===== src/hw/rtl/tpq_pkg.sv =====
// Shared constants for the two-level priority queue: field widths, operation and status codes.
package tpq_pkg;

    localparam int unsigned ID_W     = 16;
    localparam int unsigned MODE_W   = 2;
    localparam int unsigned STATUS_W = 2;
    localparam int unsigned COUNT_W  = 5;

    localparam logic [MODE_W-1:0] MODE_APPEND = 2'd0;
    localparam logic [MODE_W-1:0] MODE_INSERT = 2'd1;
    localparam logic [MODE_W-1:0] MODE_POP    = 2'd2;

    localparam logic [STATUS_W-1:0] STATUS_DONE  = 2'd0;
    localparam logic [STATUS_W-1:0] STATUS_FULL  = 2'd1;
    localparam logic [STATUS_W-1:0] STATUS_EMPTY = 2'd2;

    typedef struct packed {
        logic [ID_W-1:0] id;
        logic            pri;
    } entry_t;

endpackage


===== src/hw/rtl/tpq_if.sv =====
// Request and response channel interfaces of the two-level priority queue.
interface tpq_req_if;
    logic                        valid;
    logic                        ready;
    logic [tpq_pkg::MODE_W-1:0]  mode;
    logic [tpq_pkg::ID_W-1:0]    entry_id;
    logic                        entry_priority;

    modport source (output valid, output mode, output entry_id, output entry_priority,
                    input ready);
    modport sink   (input valid, input mode, input entry_id, input entry_priority,
                    output ready);
endinterface

interface tpq_rsp_if;
    logic                          valid;
    logic                          ready;
    logic [tpq_pkg::STATUS_W-1:0]  status;
    logic [tpq_pkg::ID_W-1:0]      popped_id;
    logic                          popped_priority;
    logic [tpq_pkg::COUNT_W-1:0]   entry_count;
    logic [tpq_pkg::COUNT_W-1:0]   high_count;

    modport source (output valid, output status, output popped_id, output popped_priority,
                    output entry_count, output high_count, input ready);
    modport sink   (input valid, input status, input popped_id, input popped_priority,
                    input entry_count, input high_count, output ready);
endinterface


===== src/hw/rtl/two_level_priority_queue.sv =====
// Two-level priority queue: circular entry memory walked by a small sequencer.
// Append, low-priority or empty-queue insert, reject, empty pop and unused code go to S_DONE and
// then load the response register; a pop reads the head and passes through S_POP; a priority
// insert walks S_WALK, moving one entry back per step, and S_PLACE if it reaches the head.
// The next request waits for an idle sequencer; a stalled response holds it in S_DONE longer.
// Reset clears indexes, counts and handshake state; the entry memory is left as it is.
module two_level_priority_queue #(
    parameter int unsigned DEPTH = 16
) (
    input  logic       clk,
    input  logic       rst_n,
    tpq_req_if.sink    req,
    tpq_rsp_if.source  rsp
);

    localparam int unsigned IDX_W = (DEPTH > 1) ? $clog2(DEPTH) : 1;
    localparam int unsigned CNT_W = $clog2(DEPTH + 1);

    localparam logic [IDX_W-1:0] LAST_IDX = IDX_W'(DEPTH - 1);
    localparam logic [CNT_W-1:0] FULL_CNT = CNT_W'(DEPTH);

    // sequencer states
    localparam logic [2:0] S_IDLE  = 3'd0;
    localparam logic [2:0] S_WALK  = 3'd1;
    localparam logic [2:0] S_PLACE = 3'd2;
    localparam logic [2:0] S_POP   = 3'd3;
    localparam logic [2:0] S_DONE  = 3'd4;

    function automatic logic [IDX_W-1:0] next_slot(input logic [IDX_W-1:0] i);
        next_slot = (i == LAST_IDX) ? '0 : i + IDX_W'(1);
    endfunction

    function automatic logic [IDX_W-1:0] prev_slot(input logic [IDX_W-1:0] i);
        prev_slot = (i == '0) ? LAST_IDX : i - IDX_W'(1);
    endfunction

    // control state
    logic [2:0]        state_reg, state_next;
    logic [IDX_W-1:0]  head_reg, head_next;
    logic [IDX_W-1:0]  tail_reg, tail_next;
    logic [IDX_W-1:0]  walk_reg, walk_next;     // slot whose entry sits in rd_data_reg
    logic [CNT_W-1:0]  occ_reg, occ_next;
    logic [CNT_W-1:0]  high_reg, high_next;
    logic [CNT_W-1:0]  left_reg, left_next;     // entries still to examine in the walk
    logic              out_valid_reg, out_valid_next;

    // payload held for the operation in flight
    logic [tpq_pkg::ID_W-1:0]      op_id_reg, op_id_next;
    logic                          op_pri_reg, op_pri_next;
    logic [tpq_pkg::STATUS_W-1:0]  res_status_reg, res_status_next;
    logic [tpq_pkg::ID_W-1:0]      res_id_reg, res_id_next;
    logic                          res_pri_reg, res_pri_next;
    logic [tpq_pkg::COUNT_W-1:0]   res_cnt_reg, res_cnt_next;
    logic [tpq_pkg::COUNT_W-1:0]   res_high_reg, res_high_next;

    // response register
    logic [tpq_pkg::STATUS_W-1:0]  out_status_reg;
    logic [tpq_pkg::ID_W-1:0]      out_id_reg;
    logic                          out_pri_reg;
    logic [tpq_pkg::COUNT_W-1:0]   out_cnt_reg;
    logic [tpq_pkg::COUNT_W-1:0]   out_high_reg;

    // entry memory, one write and one registered read port
    tpq_pkg::entry_t   mem [DEPTH];
    tpq_pkg::entry_t   rd_data_reg;
    logic              rd_en;
    logic [IDX_W-1:0]  rd_addr;
    logic              wr_en;
    logic [IDX_W-1:0]  wr_addr;
    tpq_pkg::entry_t   wr_data;

    logic full;
    logic out_free;
    logic out_load;

    assign full     = (occ_reg == FULL_CNT);
    assign out_free = !out_valid_reg || rsp.ready;
    assign out_load = (state_reg == S_DONE) && out_free;

    // Requests are taken whenever the sequencer is idle, even with a response still waiting.
    assign req.ready = (state_reg == S_IDLE);

    always_comb
    begin
        state_next      = state_reg;
        head_next       = head_reg;
        tail_next       = tail_reg;
        walk_next       = walk_reg;
        occ_next        = occ_reg;
        high_next       = high_reg;
        left_next       = left_reg;
        op_id_next      = op_id_reg;
        op_pri_next     = op_pri_reg;
        res_status_next = res_status_reg;
        res_id_next     = res_id_reg;
        res_pri_next    = res_pri_reg;
        res_cnt_next    = res_cnt_reg;
        res_high_next   = res_high_reg;
        rd_en           = 1'b0;
        rd_addr         = head_reg;
        wr_en           = 1'b0;
        wr_addr         = next_slot(walk_reg);
        wr_data         = '{id: op_id_reg, pri: op_pri_reg};

        unique case (state_reg)
            S_IDLE:
            begin
                if (req.valid)
                begin
                    op_id_next      = req.entry_id;
                    op_pri_next     = req.entry_priority;
                    res_status_next = tpq_pkg::STATUS_DONE;
                    res_id_next     = '0;
                    res_pri_next    = 1'b0;
                    res_cnt_next    = tpq_pkg::COUNT_W'(occ_reg);
                    res_high_next   = tpq_pkg::COUNT_W'(high_reg);
                    state_next      = S_DONE;
                    if (req.mode == tpq_pkg::MODE_APPEND || req.mode == tpq_pkg::MODE_INSERT)
                    begin
                        if (full)
                        begin
                            res_status_next = tpq_pkg::STATUS_FULL;
                        end
                        else if (req.mode == tpq_pkg::MODE_INSERT && req.entry_priority
                                 && occ_reg != '0)
                        begin
                            // start the walk from the newest entry toward the head
                            walk_next  = prev_slot(tail_reg);
                            rd_en      = 1'b1;
                            rd_addr    = prev_slot(tail_reg);
                            left_next  = occ_reg;
                            state_next = S_WALK;
                        end
                        else
                        begin
                            // low-priority inserts and inserts into an empty queue go to the tail as appends
                            wr_en         = 1'b1;
                            wr_addr       = tail_reg;
                            wr_data       = '{id: req.entry_id, pri: req.entry_priority};
                            tail_next     = next_slot(tail_reg);
                            occ_next      = occ_reg + CNT_W'(1);
                            high_next     = high_reg + CNT_W'(req.entry_priority);
                            res_cnt_next  = tpq_pkg::COUNT_W'(occ_next);
                            res_high_next = tpq_pkg::COUNT_W'(high_next);
                        end
                    end
                    else if (req.mode == tpq_pkg::MODE_POP)
                    begin
                        if (occ_reg == '0)
                        begin
                            res_status_next = tpq_pkg::STATUS_EMPTY;
                        end
                        else
                        begin
                            rd_en      = 1'b1;
                            rd_addr    = head_reg;
                            state_next = S_POP;
                        end
                    end
                end
            end

            S_WALK:
            begin
                wr_en = 1'b1;
                if (rd_data_reg.pri)
                begin
                    // equal priority found: drop the new entry right behind it
                    tail_next     = next_slot(tail_reg);
                    occ_next      = occ_reg + CNT_W'(1);
                    high_next     = high_reg + CNT_W'(1);
                    res_cnt_next  = tpq_pkg::COUNT_W'(occ_next);
                    res_high_next = tpq_pkg::COUNT_W'(high_next);
                    state_next    = S_DONE;
                end
                else
                begin
                    // move the low-priority entry back one slot and read the one before it while entries remain
                    wr_data   = rd_data_reg;
                    walk_next = prev_slot(walk_reg);
                    left_next = left_reg - CNT_W'(1);
                    if (left_reg == CNT_W'(1))
                    begin
                        state_next = S_PLACE;
                    end
                    else
                    begin
                        rd_en   = 1'b1;
                        rd_addr = prev_slot(walk_reg);
                    end
                end
            end

            S_PLACE:
            begin
                // every stored entry was low priority: the new one becomes the head
                wr_en         = 1'b1;
                tail_next     = next_slot(tail_reg);
                occ_next      = occ_reg + CNT_W'(1);
                high_next     = high_reg + CNT_W'(1);
                res_cnt_next  = tpq_pkg::COUNT_W'(occ_next);
                res_high_next = tpq_pkg::COUNT_W'(high_next);
                state_next    = S_DONE;
            end

            S_POP:
            begin
                res_id_next  = rd_data_reg.id;
                res_pri_next = rd_data_reg.pri;
                head_next    = next_slot(head_reg);
                occ_next     = occ_reg - CNT_W'(1);
                if (rd_data_reg.pri && high_reg != '0)
                begin
                    high_next = high_reg - CNT_W'(1);
                end
                res_cnt_next  = tpq_pkg::COUNT_W'(occ_next);
                res_high_next = tpq_pkg::COUNT_W'(high_next);
                state_next    = S_DONE;
            end

            S_DONE:
            begin
                // hold the result until the response register is free
                if (out_free)
                begin
                    state_next = S_IDLE;
                end
            end

            default:
            begin
                state_next = S_IDLE;
            end
        endcase
    end

    always_comb
    begin
        if (out_load)
        begin
            out_valid_next = 1'b1;
        end
        else if (rsp.ready)
        begin
            out_valid_next = 1'b0;
        end
        else
        begin
            out_valid_next = out_valid_reg;
        end
    end

    always_ff @(posedge clk or negedge rst_n)
    begin
        if (!rst_n)
        begin
            state_reg     <= S_IDLE;
            head_reg      <= '0;
            tail_reg      <= '0;
            walk_reg      <= '0;
            occ_reg       <= '0;
            high_reg      <= '0;
            left_reg      <= '0;
            out_valid_reg <= 1'b0;
        end
        else
        begin
            state_reg     <= state_next;
            head_reg      <= head_next;
            tail_reg      <= tail_next;
            walk_reg      <= walk_next;
            occ_reg       <= occ_next;
            high_reg      <= high_next;
            left_reg      <= left_next;
            out_valid_reg <= out_valid_next;
        end
    end

    always_ff @(posedge clk)
    begin
        op_id_reg      <= op_id_next;
        op_pri_reg     <= op_pri_next;
        res_status_reg <= res_status_next;
        res_id_reg     <= res_id_next;
        res_pri_reg    <= res_pri_next;
        res_cnt_reg    <= res_cnt_next;
        res_high_reg   <= res_high_next;
        if (out_load)
        begin
            out_status_reg <= res_status_reg;
            out_id_reg     <= res_id_reg;
            out_pri_reg    <= res_pri_reg;
            out_cnt_reg    <= res_cnt_reg;
            out_high_reg   <= res_high_reg;
        end
    end

    always_ff @(posedge clk)
    begin
        if (wr_en)
        begin
            mem[wr_addr] <= wr_data;
        end
        if (rd_en)
        begin
            rd_data_reg <= mem[rd_addr];
        end
    end

    assign rsp.valid           = out_valid_reg;
    assign rsp.status          = out_status_reg;
    assign rsp.popped_id       = out_id_reg;
    assign rsp.popped_priority = out_pri_reg;
    assign rsp.entry_count     = out_cnt_reg;
    assign rsp.high_count      = out_high_reg;

    // Occupancy never runs past the memory depth.
    assert property (@(posedge clk) disable iff (!rst_n) occ_reg <= FULL_CNT)
        else $error("occupancy above depth");

    // High-priority count never exceeds the total count.
    assert property (@(posedge clk) disable iff (!rst_n) high_reg <= occ_reg)
        else $error("high-priority count above occupancy");

    // A walk only runs with entries left to examine and a free slot for the insert.
    assert property (@(posedge clk) disable iff (!rst_n)
                     (state_reg == S_WALK) |-> (left_reg != '0 && !full))
        else $error("insert walk without room or entries");

    // The response register is only overwritten once its transaction has completed.
    assert property (@(posedge clk) disable iff (!rst_n)
                     (out_valid_reg && !rsp.ready) |=> (out_valid_reg && $stable(out_id_reg)))
        else $error("pending response lost");

endmodule

===== src/flat_wrapper.sv =====
// flat-port wrapper written by rule: the top's interface ports become plain ports
module two_level_priority_queue_flat 
#(
    parameter int unsigned DEPTH = 16
)
  (clk, rst_n, req_valid, req_mode, req_entry_id, req_entry_priority, req_ready, rsp_valid, rsp_status, rsp_popped_id, rsp_popped_priority, rsp_entry_count, rsp_high_count, rsp_ready);
  tpq_req_if req_i ();
  tpq_rsp_if rsp_i ();
  input  logic clk;
  input  logic rst_n;
  input wire logic [$bits(req_i.valid)-1:0] req_valid;
  input wire logic [$bits(req_i.mode)-1:0] req_mode;
  input wire logic [$bits(req_i.entry_id)-1:0] req_entry_id;
  input wire logic [$bits(req_i.entry_priority)-1:0] req_entry_priority;
  output wire logic [$bits(req_i.ready)-1:0] req_ready;
  output wire logic [$bits(rsp_i.valid)-1:0] rsp_valid;
  output wire logic [$bits(rsp_i.status)-1:0] rsp_status;
  output wire logic [$bits(rsp_i.popped_id)-1:0] rsp_popped_id;
  output wire logic [$bits(rsp_i.popped_priority)-1:0] rsp_popped_priority;
  output wire logic [$bits(rsp_i.entry_count)-1:0] rsp_entry_count;
  output wire logic [$bits(rsp_i.high_count)-1:0] rsp_high_count;
  input wire logic [$bits(rsp_i.ready)-1:0] rsp_ready;
  assign req_i.valid = req_valid;
  assign req_i.mode = req_mode;
  assign req_i.entry_id = req_entry_id;
  assign req_i.entry_priority = req_entry_priority;
  assign req_ready = req_i.ready;
  assign rsp_valid = rsp_i.valid;
  assign rsp_status = rsp_i.status;
  assign rsp_popped_id = rsp_i.popped_id;
  assign rsp_popped_priority = rsp_i.popped_priority;
  assign rsp_entry_count = rsp_i.entry_count;
  assign rsp_high_count = rsp_i.high_count;
  assign rsp_i.ready = rsp_ready;
  two_level_priority_queue #(.DEPTH(DEPTH)) u_core (.clk(clk), .rst_n(rst_n), .req(req_i), .rsp(rsp_i));
endmodule

===== config.mk =====
export PLATFORM = sky130hd
export DESIGN_NAME = two_level_priority_queue_flat
export DESIGN_NICKNAME = d
export VERILOG_FILES = /design/src/hw/rtl/tpq_pkg.sv /design/src/hw/rtl/tpq_if.sv /design/src/hw/rtl/two_level_priority_queue.sv /design/src/flat_wrapper.sv
export SDC_FILE = /design/constraint.sdc
export NUM_CORES = 1
export LEC_CHECK = 0
export ABC_CLOCK_PERIOD_IN_PS = 8100
export BUFFER_PORTS_ARGS = -buffer_cell sky130_fd_sc_hd__buf_2
export CORE_UTILIZATION = 43
export CTS_BUF_LIST = sky130_fd_sc_hd__clkbuf_8
export DETAILED_ROUTE_END_ITERATION = 12
export HOLD_SLACK_MARGIN = 0.15
export PLACE_DENSITY_LB_ADDON = 0.3
export SLEW_MARGIN = 5
export SYNTH_ARGS = -nofsm -noshare
export SYNTH_HDL_FRONTEND = slang
export SYNTH_SLANG_ARGS = --single-unit

===== constraint.sdc =====
create_clock -name clk -period 8.1 [get_ports clk]
set_input_delay 1.62 -clock clk [delete_from_list [all_inputs] [get_ports clk]]
set_output_delay 1.62 -clock clk [all_outputs]
set_load 0.005 [all_outputs]

======== Yosys cells after proc, flatten, opt, wreduce, memory -nomap -nowiden ========
Memories as Yosys holds them, arrays and structs flattened. A register that Yosys moved wholly into a read port is not among the register bits.
Index checks and enable logic that the tools add are counted.
word-level totals
  register bits after elaboration ......... 106
  bits in writable memories ............... 272
  output and inout port bits .............. 31
  logic and storage cells ................. 169
  memories ................................ 1
memory list
  name        words  width  read ports  clocked after Yosys merged registers in  wr ports  line                            source
  u_core.mem  16     17     1           1                                        1         two_level_priority_queue.sv:64  tpq_pkg::entry_t mem [DEPTH];
cells by class
  add/subtract/negate cells ............... 11
  equality and inequality tests ........... 20
  muxes and demuxes ....................... 90
  reduce and logical (&&, ||, !) cells .... 27
operators with widths
  operator                                                count
  2-to-1 mux 4 bit                                        26
  2-to-1 mux 17 bit                                       5
  2-to-1 mux 5 bit                                        16
  case mux 5 bit (4 select lines)                         2
  case mux 17 bit (2 select lines)                        1
  case mux 16 bit (2 select lines)                        1
  2-to-1 mux 3 bit                                        9
  2-to-1 mux 1 bit                                        18
  2-to-1 mux 16 bit                                       1
  case mux 4 bit (2 select lines)                         2
  subtractor 5 x 1 -> 5 bit (second input constant)       3
  adder 4 x 1 -> 4 bit (second input constant)            3
  equality test 4 bit (second input constant)             3
  case mux 3 bit (4 select lines)                         1
  case mux 4 bit (3 select lines)                         1
  AND reduction 6 bit                                     2
  adder 5 x 1 -> 5 bit (second input constant)            2
  case mux 5 bit (2 select lines)                         1
  nonzero test 5 bit                                      2
  logical NOT 4 bit                                       2
  inequality test 2 x 1 -> 1 bit (second input constant)  4
  inequality test 2 bit (second input constant)           4
  subtractor 4 x 1 -> 4 bit (second input constant)       2
  equality test 3 x 2 -> 1 bit (second input constant)    2
  other kinds (22)                                        35

======== Logic depth before layout (Yosys ltp) ========
Gate-level depths: netlist of run 1.
  depth after elaboration ................. 10
  depth in mapped cells ................... 12

======== Worst setup path before layout of run 1 ========
Ideal clock, no wire load.
  kind .................................... input-to-reg
  start ................................... in req_valid
  end ..................................... mem u_core.mem[12][0] (netlist name) (enable)
  setup time .............................. 0.390 ns
  data arrival time ....................... 4.396 ns
  required time ........................... 7.710 ns
  path slack .............................. 3.314 ns
  stages .................................. 9
  cell sequence ........................... inv_1 nor2_1 and2_0 clkbuf_1 clkbuf_1 nand2_1 o21ai_0 nand2_1 nor2_1
between the ends
  longest elaborated chain between the ends .. 4
  elaborated cells on any way between the ends .. 6
  classes of those cells .................. 6 x mux
RTL lines
  element                                 line                             source
  from (decl)                             flat_wrapper.sv:11               input wire logic [$bits(req_i.valid)-1:0] req_valid;
  2-to-1 mux 1 bit                        two_level_priority_queue.sv:108  if (req.valid)
  case mux 1 bit (2 select lines)         two_level_priority_queue.sv:105  unique case (state_reg)
  2-to-1 mux 1 bit                        two_level_priority_queue.sv:300  if (wr_en)
  2-to-1 mux 1 bit (not written as such)  two_level_priority_queue.sv:302  mem[wr_addr] <= wr_data;
  to (decl)                               two_level_priority_queue.sv:64
Parallel ways exist; a longest one is shown, timed or not.

======== Worst setup path in the final report of run 1 ========
  start ................................... reg u_core.state_reg[1]
  end ..................................... reg u_core.rd_data_reg[14] (netlist name)
between the ends
  longest elaborated chain between the ends .. 2
  elaborated cells on any way between the ends .. 4
  classes of those cells .................. 1 x eq/ne; 2 x mux; 1 x reduce/logical
RTL lines
  element                                                                             line                             source
  from (decl)                                                                         two_level_priority_queue.sv:38   logic [2:0] state_reg, state_next;
  from (signal assigned)                                                              two_level_priority_queue.sv:268  state_reg <= state_next;
  equality test 3 x 1 -> 1 bit or logical NOT 3 bit (tied branches)                   -
  case mux 4 bit (2 select lines) or case mux 1 bit (2 select lines) (tied branches)  two_level_priority_queue.sv:105
Parallel ways exist; a longest one is shown, timed or not.
A chain may end at the register's enable or synchronous reset.

==> results of run 1 <==
cells in the final DEF (no fill, tap or decap), types with 8 or more instances in the layout:
master	n
sky130_fd_sc_hd__nor2_2	20
sky130_fd_sc_hd__buf_4	32
sky130_fd_sc_hd__dfrtp_1	31
sky130_fd_sc_hd__nor2_1	26
sky130_fd_sc_hd__edfxtp_1	364
sky130_fd_sc_hd__or3b_1	49
sky130_fd_sc_hd__o22ai_1	37
sky130_fd_sc_hd__a2111o_1	17
sky130_fd_sc_hd__inv_1	38
sky130_fd_sc_hd__mux2_1	16
sky130_fd_sc_hd__nand3_1	15
sky130_fd_sc_hd__nand2_1	67
sky130_fd_sc_hd__clkinv_2	11
sky130_fd_sc_hd__o21ai_0	83
sky130_fd_sc_hd__a22oi_1	18
sky130_fd_sc_hd__a2111oi_0	51
sky130_fd_sc_hd__clkbuf_8	65
sky130_fd_sc_hd__xnor2_1	10
sky130_fd_sc_hd__ha_1	14
sky130_fd_sc_hd__a21oi_1	25
sky130_fd_sc_hd__and2_1	18
sky130_fd_sc_hd__nand2b_1	8
sky130_fd_sc_hd__clkinv_1	11
sky130_fd_sc_hd__mux2_2	8
sky130_fd_sc_hd__or3_1	19
sky130_fd_sc_hd__mux2i_1	69
sky130_fd_sc_hd__buf_2	53
final cells by class:
class | count | area [µm²]
Clock buffer | 65 | 894.6
Inverter | 21 | 78.83
Tap cell | 518 | 648.1
Sequential cell | 395 | 11710
Multi-Input combinational cell | 660 | 4796
Fill cell | 3341 | 19770
Clock inverter | 45 | 317.8
Timing Repair Buffer | 86 | 525.5
Antenna cell | 2 | 5.005
where the power goes:
group,internal (mW),total (mW),leakage (nW),switching [mW]
registers,2.85,3.07,3.71,0.222
clock network,0.897,1.66,0.689,0.761
logic,0.673,1.95,2.43,1.28
total,4.42,6.68,6.83,2.26
synth_stat cells, types with 3 or more instances:
library cell	count
sky130_fd_sc_hd__a2111o_1	17
sky130_fd_sc_hd__a22oi_1	18
sky130_fd_sc_hd__ha_1	14
sky130_fd_sc_hd__nand2b_1	8
sky130_fd_sc_hd__mux2i_1	69
sky130_fd_sc_hd__a211oi_4	3
sky130_fd_sc_hd__nand3_2	4
sky130_fd_sc_hd__a21o_1	3
sky130_fd_sc_hd__o21ai_0	84
sky130_fd_sc_hd__mux2_1	16
sky130_fd_sc_hd__xor2_1	6
sky130_fd_sc_hd__clkbuf_1	46
sky130_fd_sc_hd__a21oi_1	25
sky130_fd_sc_hd__nor2_2	3
sky130_fd_sc_hd__buf_4	9
sky130_fd_sc_hd__buf_2	8
sky130_fd_sc_hd__dfrtp_1	31
sky130_fd_sc_hd__nand3_1	15
sky130_fd_sc_hd__nor3b_1	4
sky130_fd_sc_hd__a2111oi_0	51
sky130_fd_sc_hd__mux2_2	8
sky130_fd_sc_hd__o22ai_1	37
sky130_fd_sc_hd__edfxtp_1	364
sky130_fd_sc_hd__a31oi_1	3
sky130_fd_sc_hd__and3_1	6
sky130_fd_sc_hd__inv_1	21
sky130_fd_sc_hd__or3_1	19
sky130_fd_sc_hd__o41ai_1	4
sky130_fd_sc_hd__xnor2_1	10
sky130_fd_sc_hd__and2_1	18
sky130_fd_sc_hd__nor3_1	7
sky130_fd_sc_hd__a211oi_1	3
sky130_fd_sc_hd__nor2_1	44
sky130_fd_sc_hd__nand2_1	67
sky130_fd_sc_hd__o221ai_1	3
sky130_fd_sc_hd__a221o_1	3
sky130_fd_sc_hd__or3b_1	49
sky130_fd_sc_hd__buf_6	12
sky130_fd_sc_hd__o31ai_1	5
sky130_fd_sc_hd__a311oi_1	3
sky130_fd_sc_hd__o211ai_1	3
sky130_fd_sc_hd__or3b_2	4
how the worst max path moves through the flow:
stage | startpoint | end | slack (ps) | depth (start not counted)
final | u_core.state_reg[1] | u_core.rd_data_reg[14] | 3450 | 8
after global routing | u_core.state_reg[1] | u_core.rd_data_reg[15] | 3280 | 8
after CTS | u_core.state_reg[1] | u_core.rd_data_reg[15] | 3450 | 8
after detailed placement | req_mode[1] | u_core.rd_data_reg[15] | 2840 | 9
after global placement | req_mode[1] | u_core.rd_data_reg[15] | 2930 | 9
after floorplan | req_valid | u_core.mem[12][0] | 3310 | 9
through the flow:
stage	hold slack, ps	cell area, µm²	power [mW]	cells	util, %
after global routing	428.4	18970	7.022	1790	48.96
after detailed placement	404.5	17750	5.055	1680	45.83
after global placement	401.8	17750	4.988	1680	45.83
after CTS	419.9	18970	6.713	1790	48.96
after floorplan	400.3	16940	4.426	1153	-
final	417.9	18970	6.684	1792	48.98
per-layer routing:
layer  track usage [%]  routed length, µm  vias to the layer above
met2             33.71              19600                      428
li1                  -                  -                     4705
met5                 0                 22                        -
met4             6.025                897                        4
met3             4.075               3284                       75
met1             28.55              17630                     5186
kinds of logic after synthesis:
group	share of synthesized area [%]
buf+inv	2.963
compound gates	11.51
mux	5.674
flops	69.12
xor+xnor	0.8275
simple gates	8.866
fa+ha+maj	1.034
worst register-to-register path, delay by kind of cell, from the launching register on:
kind                   cells  cell delay (ps)
AND/OR/NAND/NOR            5             2460
flip-flops                 1              590
buffers and inverters      1              530
multiplexers               1              400
AO/OA/AOI/OAI              1              400
==> Implementation_results.wiki, run 1 <==
{| class="wikitable"
! Metric !! Value
|-
| Worst skew pair latency || 610 ps
|-
| Maximum number of pins on one net before global-route repair || 104
|-
| Shortest clock period the worst path allows after layout || 4653 ps
|-
| Post-Syn Area || 16930 µm²
|-
| WL final || 41.43 mm
|-
| Vias in the first global route || 10340
|-
| Kind of end point of the critical path || register
|-
| Top post-synthesis cells by area || sky130_fd_sc_hd__edfxtp_1, sky130_fd_sc_hd__dfrtp_1, sky130_fd_sc_hd__mux2i_1
|-
| Setup slack of the critical path after layout || 3447 ps
|-
| Detail-routed via count per cell || 5.802
|-
| Boundary pin count || 54
|-
| Worst-path maximum fanout || 103
|-
| Fraction of registers with async set/reset || 7.848%
|-
| Number of cells traversed by the worst register-to-register path || 8
|-
| Max Slew Vio Count || 0
|-
| Post-cts sizing count || 0
|-
| Vias after detailed routing || 10400
|-
| Total number of placement rows || 72
|-
| Reg clk slew, reported paths || 70 ps
|-
| Area growth syn-to-layout || 12.03%
|-
| Startpoint of the most critical hold path || u_core.res_id_reg[7]
|-
| TritonCTS sink count || 395
|-
| Maximum achievable frequency || 214.9 MHz
|-
| Type of the worst setup path || register to register
|-
| Total negative setup slack || 0 ps
|-
| Die W || 200.5 µm
|-
| Synthesis warning total || 0
|-
| Layout cell share with drive strength beyond 1 || 17.06%
|-
| Largest area contributor in the netlist || sky130_fd_sc_hd__edfxtp_1
|-
| Number of cells on the worst hold path || 0
|-
| Core ar. || 38740 µm²
|-
| Share of the synthesized area in the top cell type || 64.54%
|-
| Leakage component of the power || 6.832 nW
|-
| Remaining max-slew budget at the tightest pin || 23.58%
|-
| Detail-routed net length per standard cell || 23.12 µm
|-
| Setup slack, reg-to-reg || 3450 ps
|-
| Pre-Repair DR Iteration Count || 7
|-
| End of the worst register-to-register path || u_core.rd_data_reg[14]
|-
| Critical Path Max Stage Delay || 650 ps
|-
| Clock Path Buffers || 3
|-
| Input/output buffers || 53
|-
| Hold path endpoint || u_core.rsp.popped_id[7]
|-
| Setup repair after global routing missed its margin || false
|-
| Mapped Avg Cell Area || 14.69 µm²
|-
| Count of flip-flops with a built-in enable after synthesis || 364
|-
| Total Die Area || 40180 µm²
|-
| CTS H-tree lvls || 2
|-
| Starting density of the core || 43.72%
|-
| DPL Wire Length || 24.06 mm
|-
| Number of distinct library cells after synthesis || 62
|-
| Cell mode on critical path || sky130_fd_sc_hd__or3_1
|-
| Number of instances in the synthesized netlist || 1153
|-
| Sequential cell area fraction in the yosys report || 69.12%
|-
| Weighted congestion reported at the end of routability-driven placement || 0.8644
|-
| Number of DRC markers in iteration 0 || 1046
|-
| Number of buffers inserted to repair setup after CTS || 0
|-
| Actual slew at the worst max-slew pin || 1146 ps
|-
| Antenna violations before repair || 5
|-
| FF-to-FF Start || u_core.state_reg[1]
|-
| Grt ovf || 0
|-
| Ys flop type || sky130_fd_sc_hd__edfxtp_1
|-
| Outcome || finished clean
|-
| List of cells traversed by the critical path || or3_1 > or4_4 > and3_4 > nor2_4 > buf_4 > mux2_1 > a2111o_1 > or3_1
|-
| Count of maximum capacitance violations || 0
|-
| Global-route total usage across every layer || 20.81%
|-
| Count of endpoints failing hold in the final timing report || 0
|-
| Cell with the largest stage delay on the worst path || sky130_fd_sc_hd__or4_4
|-
| Number of buffers added by the clock tree synthesis step || 59
|-
| Mapped Nets || 1190
|-
| Overall die height || 200.5 µm
|-
| Clock tree root buffer cell || sky130_fd_sc_hd__clkbuf_8
|-
| Quantity of hold-fixing buffers added after cts || 0
|-
| Critical path data arrival time || 4990 ps
|-
| Max reg flops || 272
|-
| Largest delay share family, worst path || simple AND/OR/NAND/NOR gates
|-
| Count of unresolved DRC violations after routing || 0
|-
| Cell Pwr Density || 352.3 nW/µm²
|-
| Buf+Inv Stages, Crit Path || 1
|-
| Worst Setup Start Kind || register
|-
| Final ANT Viol Nets || 0
|-
| Global-route wire length before repair || 63.45 mm
|-
| CTS tree || done
|-
| Required @ worst endpoint || 8440 ps
|-
| Worst voltage drop across the vdd grid || 0.1986 mV
|-
| Final net count || 1260
|-
| Worst clock skew on the final layout || 22.73 ps
|-
| DP Worst Slack || 2840 ps
|-
| Final-report setup violation count || 0
|-
| Synthesis-stage register bit count || 395
|-
| Type of the tightest min-delay check || register to register
|-
| Share of the clock period used by the worst path || 57.45%
|}
No activity file was read; power rests on OpenSTA's default activity.
==> run 2: changes to the inputs <==
ABC_AREA = 1   (was unset)
ABC_CLOCK_PERIOD_IN_PS = 3700   (was 8100)
clock period = 3.7 ns   (was 8.1 ns; I/O delays follow)
==> run 2 against run 1 <==
Net effect: sequential power rose by 130%; clock power rose by 120%; synthesized cell count rose by 44%; final area rose by 4.8%; final cell count rose by 30%.
==> Implementation_results.wiki, run 2 <==
{| class="wikitable"
! Metric !! Value
|-
| Antenna violations before repair || 0 (-5)
|-
| Count of maximum capacitance violations || 0 (unchanged)
|-
| Mapped Avg Cell Area || 10.58 µm² (-28%)
|-
| Overall die height || 204.4 µm (+1.9%)
|-
| Worst hold margin || 231.8 ps (-186.1 ps)
|-
| Critical path data arrival time || 3190 ps (-1800 ps)
|-
| Sequential cell area fraction in the yosys report || 66.49% (-2.6 points)
|-
| Number of DRC markers in iteration 0 || 1081 (+3.3%)
|-
| Leakage component of the power || 8.306 nW (+22%)
|-
| Final net count || 1793 (+42%)
|-
| Worst voltage drop across the vdd grid || 0.5066 mV (+160%)
|-
| Count of unresolved DRC violations after routing || 0 (unchanged)
|-
| Maximum achievable frequency || 330.9 MHz (+54%)
|-
| Ys flop type || sky130_fd_sc_hd__edfxtp_1
|-
| Part of the total power dissipated in sequential elements || 42.0% (-3.9 points)
|-
| Worst-path maximum fanout || 16 (-84%)
|-
| Number of buffers inserted to repair setup after CTS || 0 (unchanged)
|-
| Pre-Repair DR Iteration Count || 5 (-2)
|-
| Layout cell share with drive strength beyond 1 || 12.80% (-4.3 points)
|-
| Share of the synthesized area in the top cell type || 62.08% (-2.5 points)
|-
| Post-Syn Area || 17610 µm² (+4.0%)
|-
| CTS tree || done
|-
| Worst skew pair latency || 600 ps (about the same)
|-
| Required @ worst endpoint || 3870 ps (-4570 ps)
|-
| # fillers || 3569 (+6.8%)
|-
| Register cell area after layout || 11710 µm² (unchanged)
|-
| Core ar. || 40100 µm² (+3.5%)
|-
| Shortest clock period the worst path allows after layout || 3022 ps (-1631 ps)
|-
| CTS H-tree lvls || 3 (+1)
|-
| Share of the clock period used by the worst path || 81.68% (+24 points)
|-
| TritonCTS sink count || 395 (unchanged)
|-
| Max reg flops || 272 (unchanged)
|-
| Total Power || 16.46 mW (+150%)
|-
| Boundary pin count || 54 (unchanged)
|-
| Highest-count cells in the layout ignoring fill and taps || sky130_fd_sc_hd__nand2_1, sky130_fd_sc_hd__edfxtp_1, sky130_fd_sc_hd__nand3_1
|-
| Vias in the first global route || 11770 (+14%)
|-
| DPL Wire Length || 26.29 mm (+9.3%)
|-
| Share of total power in combinational logic || 36.0% (+6.8 points)
|-
| Count of flip-flops with a built-in enable after synthesis || 364 (unchanged)
|-
| Remaining max-slew budget at the tightest pin || 26.73% (+3.2 points)
|-
| Share of total power in the clock network || 22.0% (-2.8 points)
|-
| Internal Power || 10.06 mW (+130%)
|-
| Multi-input logic area || 4707 µm² (-1.9%)
|-
| Grt ovf || 0 (unchanged)
|-
| Total Die Area || 41760 µm² (+3.9%)
|-
| Input/output buffers || 53 (unchanged)
|-
| Weighted congestion reported at the end of routability-driven placement || 0.8770 (+1.5%)
|-
| Global-route total usage across every layer || 21.43% (+0.63 points)
|-
| Clock tree root buffer cell || sky130_fd_sc_hd__clkbuf_8
|-
| Type of the tightest min-delay check || input pin to async pin
|-
| Reg clk slew, reported paths || 60 ps (about the same)
|-
| Top cells by count, synth || sky130_fd_sc_hd__nand2_1, sky130_fd_sc_hd__edfxtp_1, sky130_fd_sc_hd__nand3_1
|-
| Mapped Nets || 1701 (+43%)
|-
| Post-cts sizing count || 0 (unchanged)
|-
| Total negative setup slack || 0 ps (unchanged)
|-
| Synthesis-stage register bit count || 395 (unchanged)
|-
| Worst Setup Start Kind || register
|-
| Net load switching power || 6.400 mW (+180%)
|-
| Final-report setup violation count || 0 (unchanged)
|-
| Number of buffers added by the clock tree synthesis step || 67 (+14%)
|-
| Setup repair after global routing missed its margin || false
|-
| WL final || 43.60 mm (+5.2%)
|-
| Max Slew Vio Count || 0 (unchanged)
|-
| Fraction of registers with async set/reset || 7.848% (unchanged)
|-
| Final core utilization || 49.58% (+0.60 points)
|-
| Largest area contributor in the netlist || sky130_fd_sc_hd__edfxtp_1
|-
| Outcome || finished clean
|-
| Detail-routed net length per standard cell || 18.72 µm (-19%)
|-
| Top post-synthesis cells by area || sky130_fd_sc_hd__edfxtp_1, sky130_fd_sc_hd__nand3_1, sky130_fd_sc_hd__nand2_1
|-
| Detail-routed via count per cell || 5.232 (-9.8%)
|-
| Quantity of hold-fixing buffers added after cts || 0 (unchanged)
|-
| Fraction of power spent switching nets || 38.88% (+5.0 points)
|-
| Maximum number of pins on one net before global-route repair || 87 (-16%)
|-
| Type of the worst setup path || register to register
|-
| Count of endpoints failing hold in the final timing report || 0 (unchanged)
|-
| Worst clock skew on the final layout || 37.18 ps (+14.45 ps)
|-
| Vias after detailed routing || 12190 (+17%)
|-
| Total number of placement rows || 73 (+1.4%)
|-
| Starting density of the core || 43.91% (+0.19 points)
|-
| Number of instances in the synthesized netlist || 1664 (+44%)
|-
| Die W || 204.4 µm (+1.9%)
|-
| Kind of end point of the critical path || register
|-
| Number of distinct library cells after synthesis || 41 (-34%)
|-
| Synthesis warning total || 0 (unchanged)
|-
| Cell Pwr Density || 828.0 nW/µm² (+140%)
|-
| Count leader, synth || sky130_fd_sc_hd__nand2_1
|-
| Most common cell after layout, fill and taps aside || sky130_fd_sc_hd__nand2_1
|-
| Clock Path Buffers || 3 (unchanged)
|-
| Final ANT Viol Nets || 0 (unchanged)
|-
| Actual slew at the worst max-slew pin || 1099 ps (-47.26 ps)
|-
| Antenna diode count || 0 (-2)
|-
| Global-route wire length before repair || 67.97 mm (+7.1%)
|-
| Area growth syn-to-layout || 12.91%
|}
## run 2: cell types whose count changed after synthesis, moves of 19 or more
| cell | previous run | this run |
|---|---|---|
| sky130_fd_sc_hd__inv_1 | 21 | 210 |
| sky130_fd_sc_hd__buf_2 | 8 | 41 |
| sky130_fd_sc_hd__clkbuf_1 | 46 | 16 |
| sky130_fd_sc_hd__or3_1 | 19 | 0 |
| sky130_fd_sc_hd__o21ai_0 | 84 | 46 |
| sky130_fd_sc_hd__mux2i_1 | 69 | 0 |
| sky130_fd_sc_hd__o22ai_1 | 37 | 3 |
| sky130_fd_sc_hd__a2111oi_0 | 51 | 0 |
| sky130_fd_sc_hd__nand2_1 | 67 | 411 |
| sky130_fd_sc_hd__nand3_1 | 15 | 338 |
| sky130_fd_sc_hd__or3b_1 | 49 | 0 |
## run 2: logic make-up after synthesis
group / after synthesis / synth area share (%)
adders and majority gates: 14 / 0.9949
and+or+nand+nor: 842 / 21.14
AOI/OAI and AO/OA: 107 / 3.653
buffers and inverters: 295 / 7.177
DFF: 395 / 66.49
xor gates and xnor gates: 11 / 0.5472
## run 2: area by class of cell
cell class                 count  area share (%)
multi-input combinational    974           23.68
timing repair buffer         102           3.940
sequential                   395           58.88
clock inverter                48           1.328
tap                          525           3.304
inverter                     216           4.091
clock buffer                  69           4.777
## run 2: critical path, stage by stage, from the launching register on
cell and delay (ps):
sky130_fd_sc_hd__dfrtp_1 430, sky130_fd_sc_hd__inv_1 170, sky130_fd_sc_hd__ha_1 200, sky130_fd_sc_hd__nand2_1 80, sky130_fd_sc_hd__nand2_2 110, sky130_fd_sc_hd__nand2_1 110
sky130_fd_sc_hd__nor2_4 270, sky130_fd_sc_hd__nand2_1 120, sky130_fd_sc_hd__a21oi_1 140, sky130_fd_sc_hd__inv_1 380, sky130_fd_sc_hd__nand2_1 200, sky130_fd_sc_hd__nand2_1 390
## run 2: path summary, 6_finish.rpt
kind / start / end / slack [ps] / depth (start not counted)
setup / recovery: u_core.occ_reg[1] / u_core.mem[15][10] / 680 / 11
hold / removal: rst_n / u_core.occ_reg[0] / 230 / 1
setup reg to reg: u_core.occ_reg[1] / u_core.mem[15][10] / 680 / 11
hold reg to reg: u_core.res_id_reg[5] / u_core.rsp.popped_id[5] / 420 / 0
max in group asynchronous: rst_n / u_core.tail_reg[0] / 2950 / 1
min in group clk: req_entry_id[13] / u_core.op_id_reg[13] / 340 / 1
## run 2: through the flow
stage	setup WS, ps	std cells	cell area (µm²)
after global routing	446.2	2329	19880
after detailed placement	576.4	2212	18670
after CTS	721.0	2329	19880
after floorplan	568.5	1664	17610
final	677.7	2329	19880
after global placement	621.2	2212	18670
## run 2: routing by layer
| metal | track usage (%) | vias up | routed length (µm) |
|---|---|---|---|
| li1 | - | 5832 | - |
| met1 | 30.32 | 5755 | 19080 |
| met2 | 32.35 | 506 | 19620 |
| met3 | 4.401 | 92 | 3648 |
| met4 | 8.209 | 0 | 1249 |
| met5 | 0 | - | 0 |
## run 2: power by group through the flow
stage	Sequential (mW)	Combinational [mW]	Clock [mW]
after CTS	6.90	5.93	3.69
after detailed placement	6.98	5.90	0
final	6.91	5.93	3.62
after global placement	6.98	5.82	0
after floorplan	6.84	4.05	0
after global routing	6.99	6.65	3.89
